File: config.mk
export PLATFORM = sky130hd
export DESIGN_NAME = cooperative_task_scheduler_table_core
export DESIGN_NICKNAME = d
export VERILOG_FILES = /design/src/rtl/ctst_pkg.sv /design/src/rtl/cooperative_task_scheduler_table_core.sv /design/src/rtl/ctst_div.sv
export SDC_FILE = /design/constraint.sdc
export NUM_CORES = 2
export LEC_CHECK = 0
export BUFFER_PORTS_ARGS = -buffer_cell sky130_fd_sc_hd__buf_2
export CORE_ASPECT_RATIO = 0.75
export CORE_UTILIZATION = 60
export DETAILED_ROUTE_END_ITERATION = 16
export MAX_ROUTING_LAYER = met4
export PLACE_DENSITY = 0.86
export SYNTH_ARGS = -nofsm -noshare
export SYNTH_HDL_FRONTEND = slang
export SYNTH_SLANG_ARGS = --single-unit
File: constraint.sdc
create_clock -name i_clk -period 13.7 [get_ports i_clk]
set_input_delay 2.055 -clock i_clk [delete_from_list [all_inputs] [get_ports i_clk]]
set_output_delay 2.055 -clock i_clk [all_outputs]
set_load 0.01 [all_outputs]
File: src/rtl/ctst_pkg.sv
// Shared types and codes for the cooperative task scheduler table.
// Request and event payload structs, request codes and event codes.
// No dependencies.
`timescale 1ns / 1ps

package ctst_pkg;

    // request codes
    localparam logic [2:0] REQ_ADD      = 3'd0;
    localparam logic [2:0] REQ_TICK     = 3'd1;
    localparam logic [2:0] REQ_DISPATCH = 3'd2;
    localparam logic [2:0] REQ_DELETE   = 3'd3;
    localparam logic [2:0] REQ_CLEAR    = 3'd4;

    // event codes
    localparam logic [2:0] EVT_ADDED     = 3'd0;
    localparam logic [2:0] EVT_FULL      = 3'd1;
    localparam logic [2:0] EVT_TICK_DONE = 3'd2;
    localparam logic [2:0] EVT_RUN       = 3'd3;
    localparam logic [2:0] EVT_REMOVED   = 3'd4;
    localparam logic [2:0] EVT_NOT_FOUND = 3'd5;
    localparam logic [2:0] EVT_DISP_DONE = 3'd6;
    localparam logic [2:0] EVT_CLEARED   = 3'd7;

    // a dispatch reports at most this many run and removal events
    localparam int WALK_LIMIT = 16;

    localparam int MS_W    = 20;
    localparam int TICKS_W = 16;

    typedef struct packed {
        logic [2:0]  req_type;
        logic [19:0] delay_ms;
        logic [19:0] period_ms;
        logic [3:0]  slot_index;
    } t_req;

    typedef struct packed {
        logic [2:0]  event_kind;
        logic [3:0]  task_slot;
        logic [31:0] tick_count;
        logic        last;
    } t_evt;

endpackage

File: src/rtl/cooperative_task_scheduler_table_core.sv
// Add: two passes through the shared reciprocal-multiply divider.
// Tick: one table entry per cycle through the walk.
// Dispatch: two sequencer steps per entry.
// Delete, clear, full table: straight to the final event. Undefined: dropped. Stalls add time.
// One request at a time; ready only while the sequencer is idle.
// Reset (synchronous, active low) empties the table and zeroes the tick counter.
`timescale 1ns / 1ps

module cooperative_task_scheduler_table_core #(
    parameter int MAX_TASKS = 8,
    parameter int TICK_MS   = 10
) (
    input  logic            i_clk,
    input  logic            i_rst_n,
    input  logic            i_req_valid,
    output logic            o_req_ready,
    input  ctst_pkg::t_req  i_req,
    output logic            o_evt_valid,
    input  logic            i_evt_ready,
    output ctst_pkg::t_evt  o_evt
);

    // IW indexes the table, CW holds a count of 0..MAX_TASKS
    localparam int IW = (MAX_TASKS > 1) ? $clog2(MAX_TASKS) : 1;
    localparam int CW = $clog2(MAX_TASKS + 1);
    localparam logic [CW-1:0] MAX_C = CW'(MAX_TASKS);

    // sequencer states
    localparam logic [2:0] S_IDLE     = 3'd0;
    localparam logic [2:0] S_ADD_D    = 3'd1;
    localparam logic [2:0] S_ADD_P    = 3'd2;
    localparam logic [2:0] S_TICK     = 3'd3;
    localparam logic [2:0] S_DISP_RUN = 3'd4;
    localparam logic [2:0] S_DISP_RM  = 3'd5;
    localparam logic [2:0] S_FINAL    = 3'd6;

    // task table
    logic [15:0] r_delay  [MAX_TASKS];
    logic [15:0] r_period [MAX_TASKS];
    logic [7:0]  r_pend   [MAX_TASKS];
    logic        r_mark   [MAX_TASKS];
    logic [15:0] n_delay  [MAX_TASKS];
    logic [15:0] n_period [MAX_TASKS];
    logic [7:0]  n_pend   [MAX_TASKS];
    logic        n_mark   [MAX_TASKS];

    logic [CW-1:0]  r_count, n_count;
    logic [31:0]    r_ticks, n_ticks;
    logic [2:0]     r_state, n_state;
    logic [CW-1:0]  r_idx, n_idx;
    logic [4:0]     r_nres, n_nres;
    logic [2:0]     r_fin_kind, n_fin_kind;
    logic [3:0]     r_fin_slot, n_fin_slot;
    logic [19:0]    r_period_ms, n_period_ms;
    logic [15:0]    r_new_delay, n_new_delay;
    logic           r_evt_valid, n_evt_valid;
    ctst_pkg::t_evt r_evt, n_evt;

    // shared divider
    logic        div_start;
    logic [19:0] div_dividend;
    logic        div_done;
    logic [15:0] div_quot;

    // one-row shift that packs the table down over a removed slot
    logic          shift_en;
    logic [IW-1:0] shift_from;

    logic          req_acc;
    logic          out_free;
    logic [IW-1:0] widx;
    logic [IW-1:0] cidx;

    ctst_div #(
        .DIVISOR (TICK_MS)
    ) u_div (
        .i_clk      (i_clk),
        .i_rst_n    (i_rst_n),
        .i_start    (div_start),
        .i_dividend (div_dividend),
        .o_done     (div_done),
        .o_quot     (div_quot)
    );

    // clamp a count or index to the 4-bit slot field
    function automatic logic [3:0] slot_sat(input logic [CW-1:0] v);
        logic [4:0] w;
        w = 5'(v);
        return w[4] ? 4'hF : w[3:0];
    endfunction

    assign o_req_ready = (r_state == S_IDLE);
    assign req_acc     = i_req_valid && o_req_ready;
    assign out_free    = !r_evt_valid || i_evt_ready;
    assign widx        = r_idx[IW-1:0];
    assign cidx        = r_count[IW-1:0];

    always_comb begin
        n_delay     = r_delay;
        n_period    = r_period;
        n_pend      = r_pend;
        n_mark      = r_mark;
        n_count     = r_count;
        n_ticks     = r_ticks;
        n_state     = r_state;
        n_idx       = r_idx;
        n_nres      = r_nres;
        n_fin_kind  = r_fin_kind;
        n_fin_slot  = r_fin_slot;
        n_period_ms = r_period_ms;
        n_new_delay = r_new_delay;
        n_evt_valid = r_evt_valid && !i_evt_ready;
        n_evt       = r_evt;
        div_start    = 1'b0;
        div_dividend = i_req.delay_ms;
        shift_en     = 1'b0;
        shift_from   = widx;

        case (r_state)
            S_IDLE: begin
                if (req_acc) begin
                    n_idx  = '0;
                    n_nres = '0;
                    case (i_req.req_type)
                        ctst_pkg::REQ_ADD: begin
                            if (r_count < MAX_C) begin
                                // convert delay now, hold period for the second pass
                                div_start   = 1'b1;
                                n_period_ms = i_req.period_ms;
                                n_state     = S_ADD_D;
                            end else begin
                                n_fin_kind = ctst_pkg::EVT_FULL;
                                n_fin_slot = '0;
                                n_state    = S_FINAL;
                            end
                        end
                        ctst_pkg::REQ_TICK: begin
                            n_ticks    = r_ticks + 32'd1;
                            n_fin_kind = ctst_pkg::EVT_TICK_DONE;
                            n_state    = S_TICK;
                        end
                        ctst_pkg::REQ_DISPATCH: begin
                            n_state = S_DISP_RUN;
                        end
                        ctst_pkg::REQ_DELETE: begin
                            n_fin_slot = i_req.slot_index;
                            if (5'(i_req.slot_index) < 5'(r_count)) begin
                                shift_en   = 1'b1;
                                shift_from = IW'(i_req.slot_index);
                                n_count    = r_count - 1'b1;
                                n_fin_kind = ctst_pkg::EVT_REMOVED;
                            end else begin
                                n_fin_kind = ctst_pkg::EVT_NOT_FOUND;
                            end
                            n_state = S_FINAL;
                        end
                        ctst_pkg::REQ_CLEAR: begin
                            // entries past the count are dead; dropping the count clears
                            n_count    = '0;
                            n_fin_kind = ctst_pkg::EVT_CLEARED;
                            n_fin_slot = '0;
                            n_state    = S_FINAL;
                        end
                        default: begin
                            // undefined request: drop silently
                        end
                    endcase
                end
            end

            S_ADD_D: begin
                if (div_done) begin
                    n_new_delay  = div_quot;
                    div_start    = 1'b1;
                    div_dividend = r_period_ms;
                    n_state      = S_ADD_P;
                end
            end

            S_ADD_P: begin
                if (div_done) begin
                    n_delay[cidx]  = r_new_delay;
                    n_period[cidx] = div_quot;
                    n_pend[cidx]   = '0;
                    n_mark[cidx]   = 1'b0;
                    n_count        = r_count + 1'b1;
                    n_fin_kind     = ctst_pkg::EVT_ADDED;
                    n_fin_slot     = slot_sat(r_count);
                    n_state        = S_FINAL;
                end
            end

            S_TICK: begin
                if (r_idx >= r_count) begin
                    n_state = S_FINAL;
                end else begin
                    if (r_delay[widx] != 16'd0) begin
                        n_delay[widx] = r_delay[widx] - 16'd1;
                    end else begin
                        if (r_pend[widx] != 8'hFF) begin
                            n_pend[widx] = r_pend[widx] + 8'd1;
                        end
                        if (r_period[widx] != 16'd0) begin
                            n_delay[widx] = r_period[widx];
                        end else begin
                            n_mark[widx] = 1'b1;
                        end
                    end
                    n_idx = r_idx + 1'b1;
                end
            end

            S_DISP_RUN: begin
                if (out_free) begin
                    if (r_idx >= r_count) begin
                        n_fin_kind = ctst_pkg::EVT_DISP_DONE;
                        n_state    = S_FINAL;
                    end else begin
                        if (r_pend[widx] != 8'd0) begin
                            n_pend[widx] = r_pend[widx] - 8'd1;
                            if (r_nres < 5'(ctst_pkg::WALK_LIMIT)) begin
                                n_evt_valid      = 1'b1;
                                n_evt.event_kind = ctst_pkg::EVT_RUN;
                                n_evt.task_slot  = slot_sat(r_idx);
                                n_evt.tick_count = r_ticks;
                                n_evt.last       = 1'b0;
                                n_nres           = r_nres + 5'd1;
                            end
                        end
                        n_state = S_DISP_RM;
                    end
                end
            end

            S_DISP_RM: begin
                if (out_free) begin
                    if (r_mark[widx]) begin
                        if (r_nres < 5'(ctst_pkg::WALK_LIMIT)) begin
                            n_evt_valid      = 1'b1;
                            n_evt.event_kind = ctst_pkg::EVT_REMOVED;
                            n_evt.task_slot  = slot_sat(r_idx);
                            n_evt.tick_count = r_ticks;
                            n_evt.last       = 1'b0;
                            n_nres           = r_nres + 5'd1;
                        end
                        // pack later entries down; hold the index on the new occupant
                        shift_en = 1'b1;
                        n_count  = r_count - 1'b1;
                    end else begin
                        n_idx = r_idx + 1'b1;
                    end
                    n_state = S_DISP_RUN;
                end
            end

            S_FINAL: begin
                if (out_free) begin
                    n_evt_valid      = 1'b1;
                    n_evt.event_kind = r_fin_kind;
                    n_evt.task_slot  = ((r_fin_kind == ctst_pkg::EVT_TICK_DONE) ||
                                        (r_fin_kind == ctst_pkg::EVT_DISP_DONE))
                                       ? slot_sat(r_count) : r_fin_slot;
                    n_evt.tick_count = r_ticks;
                    n_evt.last       = 1'b1;
                    n_state          = S_IDLE;
                end
            end

            default: begin
                n_state = S_IDLE;
            end
        endcase

        // each entry takes its upper neighbor at or above the removed slot
        if (shift_en) begin
            for (int j = 0; j < MAX_TASKS - 1; j++) begin
                if (IW'(j) >= shift_from) begin
                    n_delay[j]  = r_delay[j+1];
                    n_period[j] = r_period[j+1];
                    n_pend[j]   = r_pend[j+1];
                    n_mark[j]   = r_mark[j+1];
                end
            end
        end
    end

    // control state
    always_ff @(posedge i_clk) begin
        if (!i_rst_n) begin
            r_state     <= S_IDLE;
            r_count     <= '0;
            r_ticks     <= '0;
            r_evt_valid <= 1'b0;
        end else begin
            r_state     <= n_state;
            r_count     <= n_count;
            r_ticks     <= n_ticks;
            r_evt_valid <= n_evt_valid;
        end
    end

    // table and payload
    always_ff @(posedge i_clk) begin
        r_delay     <= n_delay;
        r_period    <= n_period;
        r_pend      <= n_pend;
        r_mark      <= n_mark;
        r_idx       <= n_idx;
        r_nres      <= n_nres;
        r_fin_kind  <= n_fin_kind;
        r_fin_slot  <= n_fin_slot;
        r_period_ms <= n_period_ms;
        r_new_delay <= n_new_delay;
        r_evt       <= n_evt;
    end

    assign o_evt_valid = r_evt_valid;
    assign o_evt       = r_evt;

endmodule

File: src/rtl/ctst_div.sv
// Divider by a constant: milliseconds to ticks through a reciprocal multiply.
// Result registered, saturated to 16 bits.
// Depends on ctst_pkg for field widths.
`timescale 1ns / 1ps

module ctst_div #(
    parameter int DIVISOR = 10
) (
    input  logic                           i_clk,
    input  logic                           i_rst_n,
    input  logic                           i_start,
    input  logic [ctst_pkg::MS_W-1:0]      i_dividend,
    output logic                           o_done,
    output logic [ctst_pkg::TICKS_W-1:0]   o_quot
);

    // exact for every dividend below 2**MS_W with SH = MS_W + ceil(log2 DIVISOR)
    localparam int LW = $clog2(DIVISOR);
    localparam int SH = ctst_pkg::MS_W + LW;
    localparam int MW = ctst_pkg::MS_W + 2;
    localparam int PW = SH + ctst_pkg::MS_W + 2;
    localparam longint unsigned RECIP_L =
        ((64'd1 << SH) + 64'(DIVISOR) - 64'd1) / 64'(DIVISOR);
    localparam logic [MW-1:0] RECIP = MW'(RECIP_L);

    logic [PW-1:0]                 prod;
    logic [ctst_pkg::MS_W-1:0]     quot;
    logic                          r_done;
    logic [ctst_pkg::TICKS_W-1:0]  r_quot;

    assign prod = PW'(i_dividend) * PW'(RECIP);
    assign quot = prod[SH +: ctst_pkg::MS_W];

    always_ff @(posedge i_clk) begin
        if (!i_rst_n) begin
            r_done <= 1'b0;
        end else begin
            r_done <= i_start;
        end
    end

    // saturate the quotient to the tick field
    always_ff @(posedge i_clk) begin
        if (i_start) begin
            r_quot <= (|quot[ctst_pkg::MS_W-1:ctst_pkg::TICKS_W]) ? '1
                                                                  : quot[ctst_pkg::TICKS_W-1:0];
        end
    end

    assign o_done = r_done;
    assign o_quot = r_quot;

endmodule

==> flow_summary_export.csv <==
group,metric,value,unit
job,maxCapViolations,0,
sta,layout_worst_path_cycle_share,67.2,%
die,initial_utilization,61.2,%
clock_tree,clkLatencyLatePin,0.65,ns
die,die_w,279,um
sta,period_minus_slack,9.21,ns
power_and_ir_drop,internal_power,5.24,mW
sta,slew_viol_final,0,
worst_setup_path,cp.arrival,9.57,ns
final_layout,syn_to_final_growth,8.42,%
drt,routed_wl,149,mm
clock_tree,cts.repair.resized,0,
sta,hold_violations,0,
power_and_ir_drop,powerDensity,284,mW/mm^2
power_and_ir_drop,clkPwrFrac,14.2,%
final_layout,stdcell_count,4739,
grt,grt_overflow,0,
clock_tree,post_cts_buffers,0,
final_layout,mostFrequentLayoutCells,"nand2_1, nor2_1, dfxtp_1",
synthesis,ys_ff_latch,477,
worst_setup_path,worstSetupPathType,"flip-flop to flip-flop",
synthesis,syn_area_per_cell,8.73,um^2
worst_setup_path,crit_path_max_incr_delay,0.63,ns
worst_hold_path,hold_end,"o_evt[18]",
die,rows,75,
drt,drcViolationCount,0,
drt,wl_per_cell,31.5,um
die,die-area,0.0585,mm^2
grt,grt_pass1_vias,32400,
worst_setup_path,crit_fanout,39,
synthesis,synth_fa_ha_area_share,15.3,%
worst_setup_path,crit_cells,28,
clock_tree,cts_sinks,477,
worst_setup_path,end_kind,"flip-flop",
place,gp_congestion,1.08,
synthesis,yosysSeqAreaShare,32.0,%
worst_setup_path,slowest_stage,"dfxtp_1",
worst_hold_path,hp-class,"flip-flop to flip-flop",
grt,grt_start_max_net_pins,102,
worst_hold_path,hp-start,"r_ticks[17]",
drt,dr.pass1.iters,11,
grt,gr-usage-all-layers,52.0,%
drt,ant_nets,0,
worst_setup_path,path_delay_family,"adder cells",
clock_tree,ctsRootBufferMaster,"clkbuf_16",
final_layout,final_util,66.4,%
final_layout,fillers,4568,
place,hpwl,99.3,mm
die,fp.dieH,210,um
synthesis,yosys_most_used_dff,"dfxtp_1",
die,pin_count,93,
final_layout,final_common_cell,"nand2_1",
worst_setup_path,worst_r2r_path_depth,28,
power_and_ir_drop,p_leak,15.1,nW
sta,rsz0062_at_grt,"false",
worst_setup_path,cpMostUsedCell,"inv_1",
final_layout,final-seq-area,0.0110,mm^2
worst_setup_path,critPathBufInv,7,
clock_tree,numCtsBuffers,49,
clock_tree,ctsHtreeMaxLevel,2,
drt,drtIter0Drc,6830,
clock_tree,cts_tree,"done",
synthesis,synth_edf_count,149,
clock_tree,hold_buffers,0,
final_layout,layout.nets,4310,
power_and_ir_drop,p_seq_share,22.2,%
drt,via_per_inst,7.36,
die,coreArea,0.0564,mm^2
synthesis,muxShareOfSynthArea,5.95,%
synthesis,synth-xor-area-share,2.26,%
sta,slew_headroom,4.05,%
synthesis,netlist_area,0.0345,mm^2
drt,route.vias.total,34900,
final_layout,multi_input_area,0.0218,mm^2
synthesis,syn_inst,3958,
synthesis,synth_cell_types,106,
clock_tree,clk_pin_slew_worst_paths,0.07,ns
place,dp.cells,4634,
sta,fin_skew,0.0506,ns
power_and_ir_drop,ir_drop,0.000314,V
final_layout,drive_above_1_share,10.9,%
sta,fmax,109,MHz
worst_setup_path,r2r_start,"u_div.o_done",
worst_setup_path,worstReg2RegEnd,"u_div.o_quot[2]",
worst_hold_path,min_path_cells,0,
worst_setup_path,cp.required,14.06,ns
synthesis,synthArstFlopShare,0,%
outcome,outcome,"complete, no violations",
clock_tree,clk_path_buf_depth,3,
power_and_ir_drop,netSwitchingPower,5.39,mW
synthesis,synth.net_count,4353,
worst_setup_path,ff2ff_setup_slack,4.49,ns
place,numPortBuffers,92,
sta,whs,0.439,ns
worst_setup_path,worstSetupStartpointType,"flip-flop",
sta,tightest_slew,1.44,ns
synthesis,synthSimpleGateAreaFrac,16.6,%
power_and_ir_drop,p_comb_share,63.6,%
grt,grt_pass1_wl,217,mm
synthesis,synth_compound_gate_area_share,22.3,%
grt,antenna_found_initial,12,
sta,finalSetupViolCount,0,
power_and_ir_drop,swShare,50.7,%
synthesis,yosys_warnings,0,
synthesis,synth_top_family_by_area,"compound AO/OA/AOI/OAI gates",
sta,setup-tns-final,0,ns
-- worst max path at each step --
stage	to	slack [ns]	start
after floorplan	u_div.o_quot[5]	5.12	i_req[32]
after global placement	u_div.o_quot[2]	4.33	i_req[32]
after detailed placement	u_div.o_quot[2]	4.28	i_req[32]
after CTS	u_div.o_quot[2]	4.65	u_div.o_done
after global routing	u_div.o_quot[15]	3.93	u_div.o_done
final	u_div.o_quot[2]	4.49	u_div.o_done
-- through the flow --
| step | setup slack, ns | cell area (um^2) | total power [mW] |
|---|---|---|---|
| floorplan | 5.12 | 34500 | 6.80 |
| global placement | 4.33 | 35700 | 8.56 |
| detailed placement | 4.28 | 35700 | 8.74 |
| CTS | 4.65 | 37400 | 10.3 |
| global route | 3.93 | 37400 | 11.2 |
| finish | 4.49 | 37400 | 10.6 |
-- flip-flops by register name, summed over array words and instances, names as in the netlist, named ones only --
register	flops
o_evt	40
u_div.o_quot	16
r_delay	128
r_ticks	32
r_mark	8
o_evt_valid	1
r_state	3
r_period_ms	20
r_period	112
r_fin_slot	4
r_pend	64
r_fin_kind	3
r_nres	5
r_count	4
r_new_delay	16
r_idx	4
u_div.o_done	1
-- worst register-to-register path: cells and delay by family (launching register included) --
kind | cells | cell delay, ns
AOI/OAI and AO/OA | 9 | 2.34
xor gates and xnor gates | 1 | 0.18
adders and majority gates | 8 | 3.21
buffers and inverters | 7 | 1.26
DFF | 1 | 0.63
muxes | 1 | 0.65
and+or+nand+nor | 2 | 0.68
-- kinds of logic (layout without fill, tap and decap cells) --
kind of cell | Yosys count | in the layout
flops | 477 | 477
fa+ha+maj | 344 | 344
buf+inv | 478 | 476
simple gates | 1285 | 1285
xor+xnor | 89 | 89
compound gates | 1130 | 1130
mux | 155 | 155
other cells | 0 | 13
-- power by group through the flow --
stage	Combinational (mW)	Sequential, mW	Clock [mW]
after floorplan	4.60	2.20	0
after global placement	6.21	2.35	0
after detailed placement	6.39	2.35	0
after CTS	6.45	2.32	1.49
after global routing	7.23	2.38	1.54
final	6.76	2.36	1.51
-- synthesized netlist by cell type, types with 29 or more instances --
cell type / instances / area (um^2)
or3_1: 29 / 181
a31oi_1: 172 / 1080
a221oi_1: 95 / 832
a22oi_1: 46 / 345
inv_1: 204 / 766
a21o_1: 35 / 263
fa_1: 129 / 2580
mux2i_1: 79 / 791
xnor2_1: 59 / 517
nand2_1: 521 / 1960
o211ai_1: 32 / 240
o21ai_0: 171 / 856
o21ai_1: 46 / 230
and2_1: 41 / 257
clkbuf_1: 190 / 713
mux2_2: 35 / 394
xor2_1: 30 / 263
edfxtp_1: 149 / 4470
a221o_1: 34 / 340
nand3_1: 68 / 340
nor2_1: 400 / 1500
buf_2: 31 / 155
dfxtp_1: 328 / 6570
nor3_1: 55 / 275
a21oi_1: 200 / 1000
ha_1: 215 / 2690
mux4_2: 35 / 788
a32oi_1: 40 / 350
o22ai_1: 44 / 275
-- cell type report --
class / instances / share of cell area, %
Antenna cell: 13 / 0.0869
Clock buffer: 60 / 3.55
Clock inverter: 32 / 1.10
Inverter: 208 / 2.09
Multi-Input combinational cell: 3003 / 58.2
Sequential cell: 477 / 29.5
Tap cell: 770 / 2.57
Timing Repair Buffer: 176 / 2.95
-- per-layer routing --
metal	global-route usage [%]	share of wire, %
met5	-	0
met4	22.3	5.5
met3	25.3	19
met2	65.2	37
met1	69.5	38
No activity file was read; power rests on OpenSTA's default activity.
